`src/design/dqr_pkg.sv`:
```
// Shared widths, operation codes and status codes of the deque block.
package dqr_pkg;

    localparam int OP_W     = 3;
    localparam int VALUE_W  = 32;
    localparam int STATUS_W = 2;
    localparam int COUNT_W  = 5;

    typedef enum logic [OP_W-1:0] {
        OP_APPEND    = 3'd0,
        OP_DROP_HEAD = 3'd1,
        OP_DROP_TAIL = 3'd2,
        OP_DELETE    = 3'd3,
        OP_CLEAR     = 3'd4
    } op_t;

    typedef enum logic [STATUS_W-1:0] {
        ST_OK        = 2'd0,
        ST_EMPTY     = 2'd1,
        ST_FULL      = 2'd2,
        ST_NOT_FOUND = 2'd3
    } status_t;

endpackage

```
`src/design/dqr_ifs.sv`:
```
// Request and response channel interfaces of the deque block.
interface dqr_req_if;
    logic                                 valid;
    logic                                 ready;
    logic [dqr_pkg::OP_W-1:0]             operation;
    logic signed [dqr_pkg::VALUE_W-1:0]   value;

    modport source (output valid, output operation, output value, input ready);
    modport sink   (input valid, input operation, input value, output ready);
endinterface

interface dqr_rsp_if;
    logic                                 valid;
    logic                                 ready;
    logic [dqr_pkg::STATUS_W-1:0]         status;
    logic [dqr_pkg::COUNT_W-1:0]          entry_count;

    modport source (output valid, output status, output entry_count, input ready);
    modport sink   (input valid, input status, input entry_count, output ready);
endinterface

```
`src/design/dqr_mem.sv`:
```
// Entry store: one write port, one read port with registered read data.
module dqr_mem #(
    parameter int DEPTH      = 16,
    parameter int DATA_WIDTH = 32,
    localparam int AW        = $clog2(DEPTH)
) (
    input  logic                  clk,
    input  logic                  wr_en,
    input  logic [AW-1:0]         wr_addr,
    input  logic [DATA_WIDTH-1:0] wr_data,
    input  logic                  rd_en,
    input  logic [AW-1:0]         rd_addr,
    output logic [DATA_WIDTH-1:0] rd_data
);

    logic [DATA_WIDTH-1:0] mem [DEPTH];

    always_ff @(posedge clk)
    begin
        if (wr_en)
        begin
            mem[wr_addr] <= wr_data;
        end
        if (rd_en)
        begin
            rd_data <= mem[rd_addr];
        end
    end

endmodule

```
`src/design/deque_with_remove_by_value.sv`:
```
// Top level: bounded deque with delete-by-value over a circular entry store.
// Append, drop head, drop tail and clear: registered result beat, held in S_DONE if output busy.
// Delete value: the store streams one entry per cycle through its read port,
//   compares it and moves every later entry up one slot behind the first match.
// One request in work at a time; a new request is taken while a result beat waits.
// Reset clears head index, entry count and handshake state; the store is not cleared.
module deque_with_remove_by_value #(
    parameter int DEPTH      = 16,
    parameter int DATA_WIDTH = 32
) (
    input  logic       clk,
    input  logic       rst_n,
    dqr_req_if.sink    req,
    dqr_rsp_if.source  rsp
);

    localparam int AW = $clog2(DEPTH);
    localparam int CW = $clog2(DEPTH + 1);

    typedef enum logic [2:0] {
        S_IDLE = 3'b001,
        S_RUN  = 3'b010,
        S_DONE = 3'b100
    } state_t;

    state_t                    state_reg, state_next;
    logic [AW-1:0]             head_reg, head_next;
    logic [CW-1:0]             count_reg, count_next;
    logic [CW-1:0]             rd_pos_reg, rd_pos_next;
    logic [AW-1:0]             rd_slot_reg, rd_slot_next;
    logic                      rd_vld_reg, rd_vld_next;
    logic                      found_reg, found_next;
    logic                      out_vld_reg, out_vld_next;
    logic [AW-1:0]             slot_d1_reg, slot_d1_next;
    logic [AW-1:0]             slot_d2_reg, slot_d2_next;
    logic [DATA_WIDTH-1:0]     word_reg, word_next;
    dqr_pkg::status_t          pend_status_reg, pend_status_next;
    dqr_pkg::status_t          out_status_reg, out_status_next;
    logic [dqr_pkg::COUNT_W-1:0] out_count_reg, out_count_next;

    logic                      accept;
    logic                      out_free;
    logic                      fin;
    dqr_pkg::status_t          fin_status;
    logic [DATA_WIDTH-1:0]     word_in;
    logic [AW:0]               tail_sum;
    logic [AW-1:0]             tail_slot;
    logic                      match;

    logic                      wr_en;
    logic [AW-1:0]             wr_addr;
    logic [DATA_WIDTH-1:0]     wr_data;
    logic                      rd_en;
    logic [DATA_WIDTH-1:0]     rd_data;

    dqr_mem #(
        .DEPTH      (DEPTH),
        .DATA_WIDTH (DATA_WIDTH)
    ) u_mem (
        .clk     (clk),
        .wr_en   (wr_en),
        .wr_addr (wr_addr),
        .wr_data (wr_data),
        .rd_en   (rd_en),
        .rd_addr (rd_slot_reg),
        .rd_data (rd_data)
    );

    assign req.ready       = (state_reg == S_IDLE);
    assign accept          = req.valid && req.ready;
    assign out_free        = !out_vld_reg || rsp.ready;
    assign rsp.valid       = out_vld_reg;
    assign rsp.status      = out_status_reg;
    assign rsp.entry_count = out_count_reg;

    assign word_in   = DATA_WIDTH'($unsigned(req.value));
    assign tail_sum  = {1'b0, head_reg} + {1'b0, count_reg[AW-1:0]};
    assign tail_slot = (tail_sum >= (AW+1)'(DEPTH)) ? AW'(tail_sum - (AW+1)'(DEPTH))
                                                    : tail_sum[AW-1:0];
    assign match     = (rd_data == word_reg);
    assign rd_en     = (state_reg == S_RUN) && (rd_pos_reg != count_reg);

    always_comb
    begin
        state_next       = state_reg;
        head_next        = head_reg;
        count_next       = count_reg;
        rd_pos_next      = rd_pos_reg;
        rd_slot_next     = rd_slot_reg;
        rd_vld_next      = 1'b0;
        found_next       = found_reg;
        slot_d1_next     = slot_d1_reg;
        slot_d2_next     = slot_d1_reg;
        word_next        = word_reg;
        pend_status_next = pend_status_reg;
        out_vld_next     = out_vld_reg;
        out_status_next  = out_status_reg;
        out_count_next   = out_count_reg;
        fin              = 1'b0;
        fin_status       = dqr_pkg::ST_OK;
        wr_en            = 1'b0;
        wr_addr          = tail_slot;
        wr_data          = word_in;

        if (out_vld_reg && rsp.ready)
        begin
            out_vld_next = 1'b0;
        end

        unique case (state_reg)
            S_IDLE:
            begin
                if (accept)
                begin
                    fin = 1'b1;
                    unique case (dqr_pkg::op_t'(req.operation))
                        dqr_pkg::OP_APPEND:
                        begin
                            if (count_reg == CW'(DEPTH))
                            begin
                                fin_status = dqr_pkg::ST_FULL;
                            end
                            else
                            begin
                                wr_en      = 1'b1;
                                count_next = count_reg + CW'(1);
                            end
                        end
                        dqr_pkg::OP_DROP_HEAD:
                        begin
                            if (count_reg == '0)
                            begin
                                fin_status = dqr_pkg::ST_EMPTY;
                            end
                            else
                            begin
                                head_next  = (head_reg == AW'(DEPTH - 1)) ? '0
                                                                          : head_reg + AW'(1);
                                count_next = count_reg - CW'(1);
                            end
                        end
                        dqr_pkg::OP_DROP_TAIL:
                        begin
                            if (count_reg == '0)
                            begin
                                fin_status = dqr_pkg::ST_EMPTY;
                            end
                            else
                            begin
                                count_next = count_reg - CW'(1);
                            end
                        end
                        dqr_pkg::OP_DELETE:
                        begin
                            if (count_reg == '0)
                            begin
                                fin_status = dqr_pkg::ST_EMPTY;
                            end
                            else
                            begin
                                fin          = 1'b0;
                                word_next    = word_in;
                                rd_pos_next  = '0;
                                rd_slot_next = head_reg;
                                found_next   = 1'b0;
                                state_next   = S_RUN;
                            end
                        end
                        dqr_pkg::OP_CLEAR:
                        begin
                            head_next  = '0;
                            count_next = '0;
                        end
                        default:
                        begin
                            fin_status = dqr_pkg::ST_OK;
                        end
                    endcase
                end
            end
            S_RUN:
            begin
                if (rd_en)
                begin
                    rd_vld_next  = 1'b1;
                    rd_pos_next  = rd_pos_reg + CW'(1);
                    rd_slot_next = (rd_slot_reg == AW'(DEPTH - 1)) ? '0
                                                                   : rd_slot_reg + AW'(1);
                    slot_d1_next = rd_slot_reg;
                end
                if (rd_vld_reg)
                begin
                    if (found_reg)
                    begin
                        wr_en   = 1'b1;
                        wr_addr = slot_d2_reg;
                        wr_data = rd_data;
                    end
                    else if (match)
                    begin
                        found_next = 1'b1;
                    end
                end
                if (!rd_en && rd_vld_reg)
                begin
                    fin = 1'b1;
                    if (found_reg || match)
                    begin
                        count_next = count_reg - CW'(1);
                    end
                    else
                    begin
                        fin_status = dqr_pkg::ST_NOT_FOUND;
                    end
                end
            end
            S_DONE:
            begin
                if (out_free)
                begin
                    out_vld_next    = 1'b1;
                    out_status_next = pend_status_reg;
                    out_count_next  = dqr_pkg::COUNT_W'(count_reg);
                    state_next      = S_IDLE;
                end
            end
            default:
            begin
                state_next = S_IDLE;
            end
        endcase

        if (fin)
        begin
            if (out_free)
            begin
                out_vld_next    = 1'b1;
                out_status_next = fin_status;
                out_count_next  = dqr_pkg::COUNT_W'(count_next);
                state_next      = S_IDLE;
            end
            else
            begin
                pend_status_next = fin_status;
                state_next       = S_DONE;
            end
        end
    end

    always_ff @(posedge clk or negedge rst_n)
    begin
        if (!rst_n)
        begin
            state_reg   <= S_IDLE;
            head_reg    <= '0;
            count_reg   <= '0;
            rd_pos_reg  <= '0;
            rd_slot_reg <= '0;
            rd_vld_reg  <= 1'b0;
            found_reg   <= 1'b0;
            out_vld_reg <= 1'b0;
        end
        else
        begin
            state_reg   <= state_next;
            head_reg    <= head_next;
            count_reg   <= count_next;
            rd_pos_reg  <= rd_pos_next;
            rd_slot_reg <= rd_slot_next;
            rd_vld_reg  <= rd_vld_next;
            found_reg   <= found_next;
            out_vld_reg <= out_vld_next;
        end
    end

    always_ff @(posedge clk)
    begin
        slot_d1_reg     <= slot_d1_next;
        slot_d2_reg     <= slot_d2_next;
        word_reg        <= word_next;
        pend_status_reg <= pend_status_next;
        out_status_reg  <= out_status_next;
        out_count_reg   <= out_count_next;
    end

    a_count_bound: assert property (@(posedge clk) disable iff (!rst_n)
        count_reg <= CW'(DEPTH))
        else $error("entry count above depth");

    a_no_port_clash: assert property (@(posedge clk) disable iff (!rst_n)
        (wr_en && rd_en) |-> (wr_addr != rd_slot_reg))
        else $error("store read and write hit the same slot");

    a_run_nonempty: assert property (@(posedge clk) disable iff (!rst_n)
        (state_reg == S_RUN) |-> (count_reg != '0))
        else $error("delete search on an empty list");

    a_delete_enters_run: assert property (@(posedge clk) disable iff (!rst_n)
        (accept && (req.operation == dqr_pkg::OP_DELETE) && (count_reg != '0))
        |=> (state_reg == S_RUN))
        else $error("delete request did not start a search");

    a_done_only_when_blocked: assert property (@(posedge clk) disable iff (!rst_n)
        (state_reg == S_DONE) |-> out_vld_reg)
        else $error("result held back while the output register is free");

endmodule
```
`src/flat_wrapper.sv`:
```
// flat-port wrapper written by rule: the top's interface ports become plain ports
module deque_with_remove_by_value_flat 
#(
    parameter int DEPTH      = 16,
    parameter int DATA_WIDTH = 32
)
  (clk, rst_n, req_valid, req_operation, req_value, req_ready, rsp_valid, rsp_status, rsp_entry_count, rsp_ready);
  dqr_req_if req_i ();
  dqr_rsp_if rsp_i ();
  input  logic clk;
  input  logic rst_n;
  input wire logic [$bits(req_i.valid)-1:0] req_valid;
  input wire logic [$bits(req_i.operation)-1:0] req_operation;
  input wire logic [$bits(req_i.value)-1:0] req_value;
  output wire logic [$bits(req_i.ready)-1:0] req_ready;
  output wire logic [$bits(rsp_i.valid)-1:0] rsp_valid;
  output wire logic [$bits(rsp_i.status)-1:0] rsp_status;
  output wire logic [$bits(rsp_i.entry_count)-1:0] rsp_entry_count;
  input wire logic [$bits(rsp_i.ready)-1:0] rsp_ready;
  assign req_i.valid = req_valid;
  assign req_i.operation = req_operation;
  assign req_i.value = req_value;
  assign req_ready = req_i.ready;
  assign rsp_valid = rsp_i.valid;
  assign rsp_status = rsp_i.status;
  assign rsp_entry_count = rsp_i.entry_count;
  assign rsp_i.ready = rsp_ready;
  deque_with_remove_by_value #(.DEPTH(DEPTH), .DATA_WIDTH(DATA_WIDTH)) u_core (.clk(clk), .rst_n(rst_n), .req(req_i), .rsp(rsp_i));
endmodule
```
`config.mk`:
```
export PLATFORM = sky130hd
export DESIGN_NAME = deque_with_remove_by_value_flat
export DESIGN_NICKNAME = d
export VERILOG_FILES = /design/src/design/dqr_pkg.sv /design/src/design/dqr_ifs.sv /design/src/design/dqr_mem.sv /design/src/design/deque_with_remove_by_value.sv /design/src/flat_wrapper.sv
export SDC_FILE = /design/constraint.sdc
export NUM_CORES = 1
export LEC_CHECK = 0
export BUFFER_PORTS_ARGS = -buffer_cell sky130_fd_sc_hd__buf_2
export CAP_MARGIN = 5
export CORE_UTILIZATION = 55
export CTS_CLUSTER_DIAMETER = 80
export DETAILED_ROUTE_END_ITERATION = 10
export HOLD_SLACK_MARGIN = 0.06
export PLACE_DENSITY = 0.71
export SLEW_MARGIN = 20
export SYNTH_ARGS = -nofsm -noshare
export SYNTH_HDL_FRONTEND = slang
export SYNTH_HIERARCHICAL = 1
export SYNTH_SLANG_ARGS = --single-unit
```
`constraint.sdc`:
```
create_clock -name clk -period 5.1 [get_ports clk]
set_input_delay 0.51 -clock clk [delete_from_list [all_inputs] [get_ports clk]]
set_output_delay 0.51 -clock clk [all_outputs]
set_load 0.03 [all_outputs]
```
==> flow_metrics.tcl, run 1 <==
set metrics [dict create \
    synth_seq_cells 617 \
    place_inst 1813 \
    hold_viol_final 0 \
    rsz0062_at_grt "no" \
    clkTransAtPathRegs_ns 0.06 \
    dp.final_hpwl_mm 33.0 \
    wire_per_inst_um 28.1 \
    end_kind "flop" \
    fin_crit_sh 0.763 \
    slowest_delay_ns 0.85 \
    design.die.area_um2 44900 \
    tightest_slew_ns 1.17 \
    diodes 0 \
    ys_warn_count 6 \
    synth_edf_count 582 \
    fill_cells 2966 \
    status "completed" \
    largest_reg_flops 512 \
    antenna_left 0 \
    io_pins 48 \
    antenna_found_initial 0 \
    ir_worst_vdd_mv 0.316 \
    coreArea_um2 43300 \
    hold_buffers 2 \
    cts_sinks 617 \
    nets 1340 \
    leakagePower_nw 8.87 \
    drt_first_pass_iters 5 \
    critPathRequiredTime_ns 5.43 \
    fin_tns_setup_ns 0 \
    async_flop_share 0.0389 \
    mappedNetlistNets 1260 \
    startpoint "u_core/state_reg[2]" \
    die_w_um 212 \
    synth_top_flop_cell "edfxtp_1" \
    finalClockSkew_ns 0.0173 \
    slew_viol_final 0 \
    worstHoldPathType "primary input to flop" \
    grt_max_degree 64 \
    start_util 0.560 \
    totalWireLength_mm 54.2 \
    critPathMostFrequentCell "buf_4" \
    max-cap-violations 0 \
    finalSetupViolCount 0 \
    cp-start-kind "flop" \
    hold_path.startpoint "req_value[3]" \
    worstPathArrival_ns 4.21 \
    gp_congestion 0.890 \
    clock.fmax_mhz 257 \
    portBuffers 47 \
    yosys.area.top_type "edfxtp_1" \
    insertion_delay_ns 0.62 \
    numCtsBuffers 59 \
    netlist_instances 1211 \
    crit_type "flop to flop" \
    power.density_cell_area_nw_per_um2 502 \
    drcViolationCount 0 \
    die_h_um 212 \
    grt_pass1_wl_mm 80.9 \
    synth_top_cell_area_share 0.721 \
    crit_buf_inv 2 \
    worst-path-max-fanout 40 \
    post_cts_buffers 0 \
    netlist_area_um2 24200 \
    fin_cells 1926 \
    num_vias 12200 \
    cts_buffer_depth 3 \
    crit_chain "nor3b_2 > nand3_2 > buf_4 > a21oi_1 > nand2_1 > nor2_4 > buf_4" \
    maxSlewHeadroom 0.221 \
    grt.total_usage 0.254 \
    worst_path_max_delay_cell "nor2_4" \
    finalCriticalPeriod_ns 3.89 \
    r2r-start "u_core/state_reg[2]" \
    drt_iter0_drc 1193 \
    cts_tree "done" \
    via_per_inst 6.31 \
    rows 76 \
    ys_seq_area_frac 0.755 \
    grt_overflow 0 \
    h-tree-depth 2 \
    path_delay_family "simple AND/OR/NAND/NOR gates" \
    ys_top_cells_by_area "edfxtp_1, mux4_2, dfrtp_1" \
    postSynthAreaPerCell_um2 20.0 \
    final_layout_size_suffix_gt1_frac 0.266 \
    grt_pass1_vias 12500 \
    cts-resized-gates 0 \
    root_buffer "clkbuf_16" \
    ys_types 65 \
    area_growth_pct 12.4 \
]
## where the power goes
group / switching, W / leakage, nW / internal [W]
logic: 0.00177 / 2.30 / 0.00140
clock network: 0.00184 / 0.938 / 0.00243
registers: 0.000387 / 5.63 / 0.00585
## cells in the final DEF (no fill, tap or decap), types with 4 or more instances in the layout
master	count
clkinv_1	17
nor3_2	4
nor4_1	8
inv_1	5
mux2_2	33
buf_2	47
clkinv_2	17
nand3_1	15
ha_1	9
edfxtp_1	582
xnor2_1	11
nor2_1	26
dfrtp_1	21
a21oi_1	15
nand2b_1	8
nor2_4	14
nand4_1	4
clkbuf_16	61
or3_1	5
a22oi_1	64
nor3_1	6
xor2_1	35
mux4_2	128
and3_1	4
a21o_1	7
bufinv_16	5
buf_4	25
o21ai_0	17
nand2_1	59
dfxtp_1	11
clkbuf_1	7
## synthesized netlist by cell type, types with 2 or more instances
library cell	count
nand3b_1	3
nand2b_1	8
nor4_1	8
ha_1	9
o31ai_1	2
mux2i_1	3
xor2_1	35
o22ai_1	2
o311ai_0	2
nand4_1	4
nor3_1	10
a22oi_1	64
or2_2	2
nand3_1	16
or3_1	5
inv_1	5
o211ai_1	3
nor2b_1	4
xnor2_1	11
nor2_1	40
and2_1	2
dfxtp_1	11
o21ai_0	17
mux4_2	128
clkbuf_1	25
o21a_1	3
edfxtp_1	582
buf_4	9
dfrtp_1	23
buf_1	13
buf_2	10
nand2_1	59
a31oi_1	2
a221oi_1	2
a311oi_1	3
and3_1	4
a21o_1	7
mux2_2	33
a211oi_1	2
a21oi_1	15
## final cells by class
class                      instances  area [um2]  area share
sequential                       617       18300       0.672
multi-input combinational        531        5790       0.213
inverter                           6        22.5    0.000827
clock inverter                    43         343      0.0126
tap                              585         732      0.0269
timing repair buffer              76         483      0.0177
clock buffer                      68        1550      0.0570
## kinds of logic after synthesis
logic type / Yosys count / share of synthesized area
compound gates: 137 / 0.0404
flops: 617 / 0.755
xor+xnor: 46 / 0.0166
buf+inv: 63 / 0.0117
fa+ha+maj: 10 / 0.00548
mux: 164 / 0.136
simple gates: 174 / 0.0349
## path summary, 6_finish.rpt
path                                             to  slack [ns]  depth (start not counted)
setup / recovery           u_core/u_mem/mem[15][25]        1.21                          7
hold / removal                   u_core/word_reg[3]         0.1                          1
setup reg to reg           u_core/u_mem/mem[15][25]        1.21                          7
hold reg to reg               u_core/slot_d2_reg[1]        0.35                          0
max in group asynchronous     u_core/rd_slot_reg[0]        4.21                          2
min in group asynchronous        u_core/head_reg[2]        0.44                          2
## per-stage QoR
step / power, W / cell area (um2) / util / setup slack (ns) / hold slack, ns
2_1_floorplan: 0.00850 / 24200 / - / 0.448 / 0.214
3_3_place_gp: 0.00947 / 25300 / 0.585 / 1.33 / 0.328
3_5_place_dp: 0.00952 / 25300 / 0.585 / 1.24 / 0.335
4_1_cts: 0.0138 / 27200 / 0.629 / 1.22 / 0.0618
5_1_grt: 0.0142 / 27200 / 0.629 / 0.951 / 0.0667
6_report: 0.0137 / 27200 / 0.629 / 1.21 / 0.0955
## routing by layer
layer | global-route usage | wire length, um | vias to the layer above
met5 | 0 | 0 | -
met2 | 0.422 | 27000 | 539
met1 | 0.334 | 21300 | 6363
li1 | - | - | 5154
met4 | 0.0960 | 1960 | 0
met3 | 0.0515 | 3940 | 105
No activity file was read; power rests on OpenSTA's default activity.
==> inputs of run 2 (changes only) <==
==> constraint.sdc (replaced) <==
create_clock -name clk -period 4.1 [get_ports clk]
set_input_delay 0.41 -clock clk [delete_from_list [all_inputs] [get_ports clk]]
set_output_delay 0.41 -clock clk [all_outputs]
set_load 0.03 [all_outputs]
==> run 2 against run 1 <==
Register-to-register slack got worse by 0.35 ns. Final cell count increased by 2.3%. Global-route usage shrank 1.2 points. Sequential power is 23% higher. Final area rose by 2.5%. Via count decreased by 0.62%. Clock-buffer cell count is 2 higher. Clock skew up 0.028 ns. Setup slack worse by 0.35 ns. Total power up 26%. Largest power group unchanged. Highest routed layer unchanged.
==> flow_metrics.tcl, run 2 (synthesis gave the netlist of run 1 again) <==
set metrics [dict create \
    finalClockSkew_ns 0.0456 \
    drt_first_pass_iters 5 \
    worstPathArrival_ns 3.56 \
    end_kind "flop" \
    wire_per_inst_um 26.3 \
    grt_pass1_wl_mm 77.9 \
    clkTransAtPathRegs_ns 0.06 \
    die_w_um 212 \
    worstHoldPathCells 3 \
    via_per_inst 6.13 \
    drt_iter0_drc 1366 \
    rows 76 \
    mostFrequentLayoutCells "edfxtp_1, mux4_2, a22oi_1, clkbuf_16, nand2_1" \
    seqCellArea_um2 18300 \
    utilization 0.645 \
    rr_endpoint "u_core/u_mem/mem[3][1]" \
    start_util 0.560 \
    finalCriticalPeriod_ns 3.24 \
    rsz0062_at_grt "no" \
    portBuffers 47 \
    grt_overflow 0 \
    antenna_left 0 \
    clock.fmax_mhz 309 \
    final_layout_size_suffix_gt1_frac 0.268 \
    grt_pass1_vias 12200 \
    finalSetupViolCount 0 \
    dp.final_hpwl_mm 31.5 \
    p_total_w 0.0173 \
    drcViolationCount 0 \
    worst-path-max-fanout 20 \
    crit_type "flop to flop" \
    grt.total_usage 0.242 \
    hold_path.startpoint "req_valid" \
    totalWireLength_mm 51.9 \
    worstHoldPathType "primary input to flop" \
    worstHoldEndpoint "u_core/state_reg[1]" \
    multiInputGateArea_um2 5810 \
    placed_cell_area_um2 25500 \
    leakagePower_nw 9.14 \
    cp-start-kind "flop" \
    largest_reg_flops 512 \
    r2r_slack_ns 0.86 \
    diodes 0 \
    h-tree-depth 2 \
    cts_tree "done" \
    antenna_found_initial 0 \
    critPathRequiredTime_ns 4.41 \
    post_cts_buffers 0 \
    fin_area_um2 27900 \
    ir_worst_vdd_mv 0.395 \
    hold_viol_final 0 \
    reg2reg_depth 9 \
    max-cap-violations 0 \
    r2r-start "u_core/count_reg[1]" \
    grt_max_degree 49 \
    cts_sinks 617 \
    coreArea_um2 43300 \
    power.density_cell_area_nw_per_um2 620 \
    nets 1387 \
    io_pins 48 \
    numCtsBuffers 59 \
    num_vias 12100 \
    final_common_cell "edfxtp_1" \
    fill_cells 2889 \
    die_h_um 212 \
    tightest_slew_ns 1.09 \
    slew_viol_final 0 \
    fin_crit_sh 0.791 \
    gp_congestion 0.872 \
    cts_buffer_depth 3 \
    maxSlewHeadroom 0.274 \
    design.die.area_um2 44900 \
    fin_tns_setup_ns 0 \
    status "completed" \
    root_buffer "clkbuf_16" \
    insertion_delay_ns 0.65 \
    area_growth_pct 15.2 \
]
run 2: what timing repair did:
item | 4_1_cts | 5_1_grt
hold buffers | 33 | 0
hold endpoints to repair | 55 | 0
gates resized for setup | 0 | 0
run 2: area by class of cell:
class,count,area share
clock buffer,70,0.0544
clock inverter,39,0.0190
inverter,6,0.000807
multi-input combinational,531,0.208
sequential,617,0.656
tap,585,0.0262
timing repair buffer,123,0.0354
run 2: report_power, final:
part	leakage [nW]	total (W)	switching [W]	internal, W
clock	0.979	0.00567	0.00232	0.00335
sequential	5.63	0.00770	0.000418	0.00728
combinational	2.53	0.00393	0.00212	0.00180
total	9.14	0.0173	0.00486	0.0124
run 2: worst max-delay path: stages, from the launching register on:
cell and delay (ns):
dfrtp_1 0.53, inv_1 0.18, ha_1 0.22, or4b_4 0.21
nand2_1 0.12, o21ai_0 0.21, buf_4 0.16, or3b_2 0.58
nor2_4 0.45, buf_12 0.26
run 2: worst max-delay path by stage:
stage / from / end / slack, ns / depth (start not counted)
2_1_floorplan: u_core/count_reg[1] / u_core/u_mem/mem[1][0] / 0.32 / 8
3_3_place_gp: u_core/count_reg[1] / u_core/u_mem/mem[2][4] / 0.97 / 9
3_5_place_dp: u_core/count_reg[1] / u_core/u_mem/mem[3][18] / 0.91 / 9
4_1_cts: u_core/count_reg[1] / u_core/u_mem/mem[3][1] / 0.87 / 9
5_1_grt: u_core/count_reg[1] / u_core/u_mem/mem[3][1] / 0.66 / 9
6_report: u_core/count_reg[1] / u_core/u_mem/mem[3][1] / 0.86 / 9
run 2: metal layers:
layer  share of wire  track usage
met3           0.071       0.0375
met1            0.42        0.351
met2            0.49        0.391
met5               0            0
met4           0.021       0.0622
run 2: per-stage QoR:
stage | hold slack [ns] | worst slack, ns | cells
detailed placement | 0.328 | 0.910 | 1829
CTS | 0.148 | 0.867 | 1971
finish | 0.183 | 0.859 | 1971
global route | 0.205 | 0.662 | 1971
floorplan | 0.114 | 0.320 | 1211
global placement | 0.326 | 0.966 | 1829
==> inputs of run 3 (changes only) <==
--- a/config.mk
+++ b/config.mk
@@ -11,7 +11,7 @@
 export CTS_CLUSTER_DIAMETER = 80
 export DETAILED_ROUTE_END_ITERATION = 10
 export HOLD_SLACK_MARGIN = 0.06
-export PLACE_DENSITY = 0.71
+export PLACE_DENSITY = 0.74
 export SLEW_MARGIN = 20
 export SYNTH_ARGS = -nofsm -noshare
 export SYNTH_HDL_FRONTEND = slang
==> constraint.sdc (replaced) <==
create_clock -name clk -period 2.8 [get_ports clk]
set_input_delay 0.28 -clock clk [delete_from_list [all_inputs] [get_ports clk]]
set_output_delay 0.28 -clock clk [all_outputs]
set_load 0.03 [all_outputs]
==> run 3 against run 2 <==
Core utilization rose by 0.75 points. Sequential cell count did not move. Clock skew fell by 0.037 ns. Critical path type unchanged. Final cell count rose by 0.76%. Die area did not move. Register-to-register slack got worse by 0.74 ns. Critical endpoint is now u_core/u_mem/mem[12][13]. Fmax rose by 21%. First-iteration DRC count fell by 0.88%. Via count rose by 3.0%. Sequential share of layout area fell by 0.76 points. Clock-buffer cell count fell by 2. Global-route usage rose by 0.52 points.
==> flow_metrics.tcl, run 3 (synthesis gave the netlist of run 1 again) <==
set metrics [dict create \
    status "completed" \
    dp.final_hpwl_mm 31.5 \
    cts_sinks 617 \
    totalWireLength_mm 53.8 \
    clkPwrFrac 0.304 \
    area_growth_pct 16.6 \
    end_kind "flop" \
    finalClockSkew_ns 0.00880 \
    crit_chain "ha_1 > a21o_1 > a21oi_2 > xnor2_1 > a21oi_2 > nand3_1 > nor3_4 > buf_12" \
    pwr-share-seq 0.442 \
    wl_met3_mm 4.15 \
    grt_overflow 0 \
    final_common_cell "edfxtp_1" \
    hold_ws_ns 0.185 \
    fin_tns_setup_ns 0 \
    grt_pass1_wl_mm 79.1 \
    grt_max_degree 46 \
    start_util 0.560 \
    cts_tree "done" \
    max-cap-violations 0 \
    worstHoldPathType "primary input to flop" \
    fin_crit_sh 0.957 \
    final_layout_size_suffix_gt1_frac 0.281 \
    wire_per_inst_um 27.1 \
    place_inst 1846 \
    critPathRequiredTime_ns 3.08 \
    cts-resized-gates 0 \
    power_switching_w 0.00721 \
    slew_viol_final 0 \
    drcViolationCount 0 \
    share_comb_of_total_power 0.254 \
    met2WireLength_mm 26.7 \
    finalSetupViolCount 0 \
    fin_ws_ns 0.121 \
    portBuffers 47 \
    insertion_delay_ns 0.60 \
    num_vias 12400 \
    fill_cells 2809 \
    cts_buffer_depth 3 \
    antenna_found_initial 1 \
    coreArea_um2 43300 \
    root_buffer "clkbuf_16" \
    die_w_um 212 \
    numCtsBuffers 58 \
    drt_first_pass_iters 5 \
    largest_reg_flops 512 \
    antenna_left 0 \
    intPower_w 0.0180 \
    gp_congestion 0.912 \
    top_layer "met5" \
    grt.total_usage 0.248 \
    via_per_inst 6.27 \
    leakagePower_nw 9.24 \
    switching_share 0.286 \
    post_cts_buffers 0 \
    design.die.area_um2 44900 \
    ir_worst_vdd_mv 0.595 \
    worstPathArrival_ns 2.96 \
    die_h_um 212 \
    diodes 0 \
    h-tree-depth 2 \
    power.density_cell_area_nw_per_um2 893 \
    clkTransAtPathRegs_ns 0.06 \
    fin_cells 1986 \
    rows 76 \
    io_pins 48 \
    crit_type "flop to flop" \
    worst_path_max_delay_cell "dfrtp_1" \
    mostFrequentLayoutCells "edfxtp_1, mux4_2, a22oi_1, clkbuf_16, nand2_1" \
    p_total_w 0.0252 \
    slowest_delay_ns 0.44 \
    rsz0062_at_grt "no" \
    place_ws_ns 0.157 \
    maxSlewHeadroom 0.519 \
    finalCriticalPeriod_ns 2.68 \
    tightest_slew_ns 0.712 \
    grt_pass1_vias 12600 \
    cp-start-kind "flop" \
    drt_iter0_drc 1354 \
    m1WireLength_mm 21.4 \
    critPathMostFrequentCell "a21oi_2" \
    nets 1405 \
    clock.fmax_mhz 373 \
    worst-path-max-fanout 32 \
    hold_viol_final 0 \
]
[run 3: changes by cell type in the layout (fill, tap and decap cells not counted), sizes merged]
cell / delta
buf: +17
bufinv: -5
clkbuf: -2
clkinv: +3
clkinvlp: +1
dlygate4sd3: +2
inv: -1
[run 3: repair_timing]
action / CTS / global route
hold buffers: 35 / 0
endpoints found under the setup margin: 0 / 0
endpoints found under the hold margin: 58 / 0
[run 3: power by group through the flow]
| stage | Sequential [W] | Clock (W) | Combinational, W |
|---|---|---|---|
| CTS | 0.0111 | 0.00776 | 0.00645 |
| finish | 0.0111 | 0.00766 | 0.00642 |
| global route | 0.0112 | 0.00810 | 0.00684 |
| global placement | 0.0113 | 0 | 0.00632 |
| detailed placement | 0.0113 | 0 | 0.00637 |
| floorplan | 0.0112 | 0 | 0.00448 |
[run 3: final timing paths]
kind,start,endpoint,slack [ns],cells after the start
max in group asynchronous,rst_n,u_core/rd_slot_reg[1],2.17,2
setup / recovery,u_core/head_reg[1],u_core/u_mem/mem[12][13],0.12,8
hold reg to reg,u_core/slot_d1_reg[1],u_core/slot_d2_reg[1],0.34,0
hold / removal,req_operation[2],u_core/head_reg[2],0.19,4
min in group asynchronous,rst_n,u_core/state_reg[2],0.21,2
setup reg to reg,u_core/head_reg[1],u_core/u_mem/mem[12][13],0.12,8
[run 3: layout make-up]
cell class,instances,area [um2],area share
Sequential cell,617,18300,0.648
Multi-Input combinational cell,531,5850,0.207
Clock buffer,68,1510,0.0535
Timing Repair Buffer,142,1470,0.0522
Tap cell,585,732,0.0259
Clock inverter,37,342,0.0121
Inverter,6,22.5,0.000798
[run 3: critical path, delay by kind of cell (launching register included)]
family                   cells  cell delay (ns)
adder cells (fa/ha/maj)      1             0.30
AO/OA/AOI/OAI                3             0.58
buffers and inverters        1             0.29
AND/OR/NAND/NOR              2             0.61
XOR/XNOR                     1             0.10
flip-flops                   1             0.44
[run 3: layer usage]
layer	track usage	vias up
li1	-	5280
met2	0.403	580
met3	0.0476	99
met5	0	-
met1	0.337	6486
met4	0.0895	2
[run 3: stage by stage]
step	cell area, um2	utilization
final	28200	0.653
after global routing	28200	0.653
after CTS	28200	0.653
after detailed placement	26000	0.602
after global placement	26000	0.602
after floorplan	24400	-
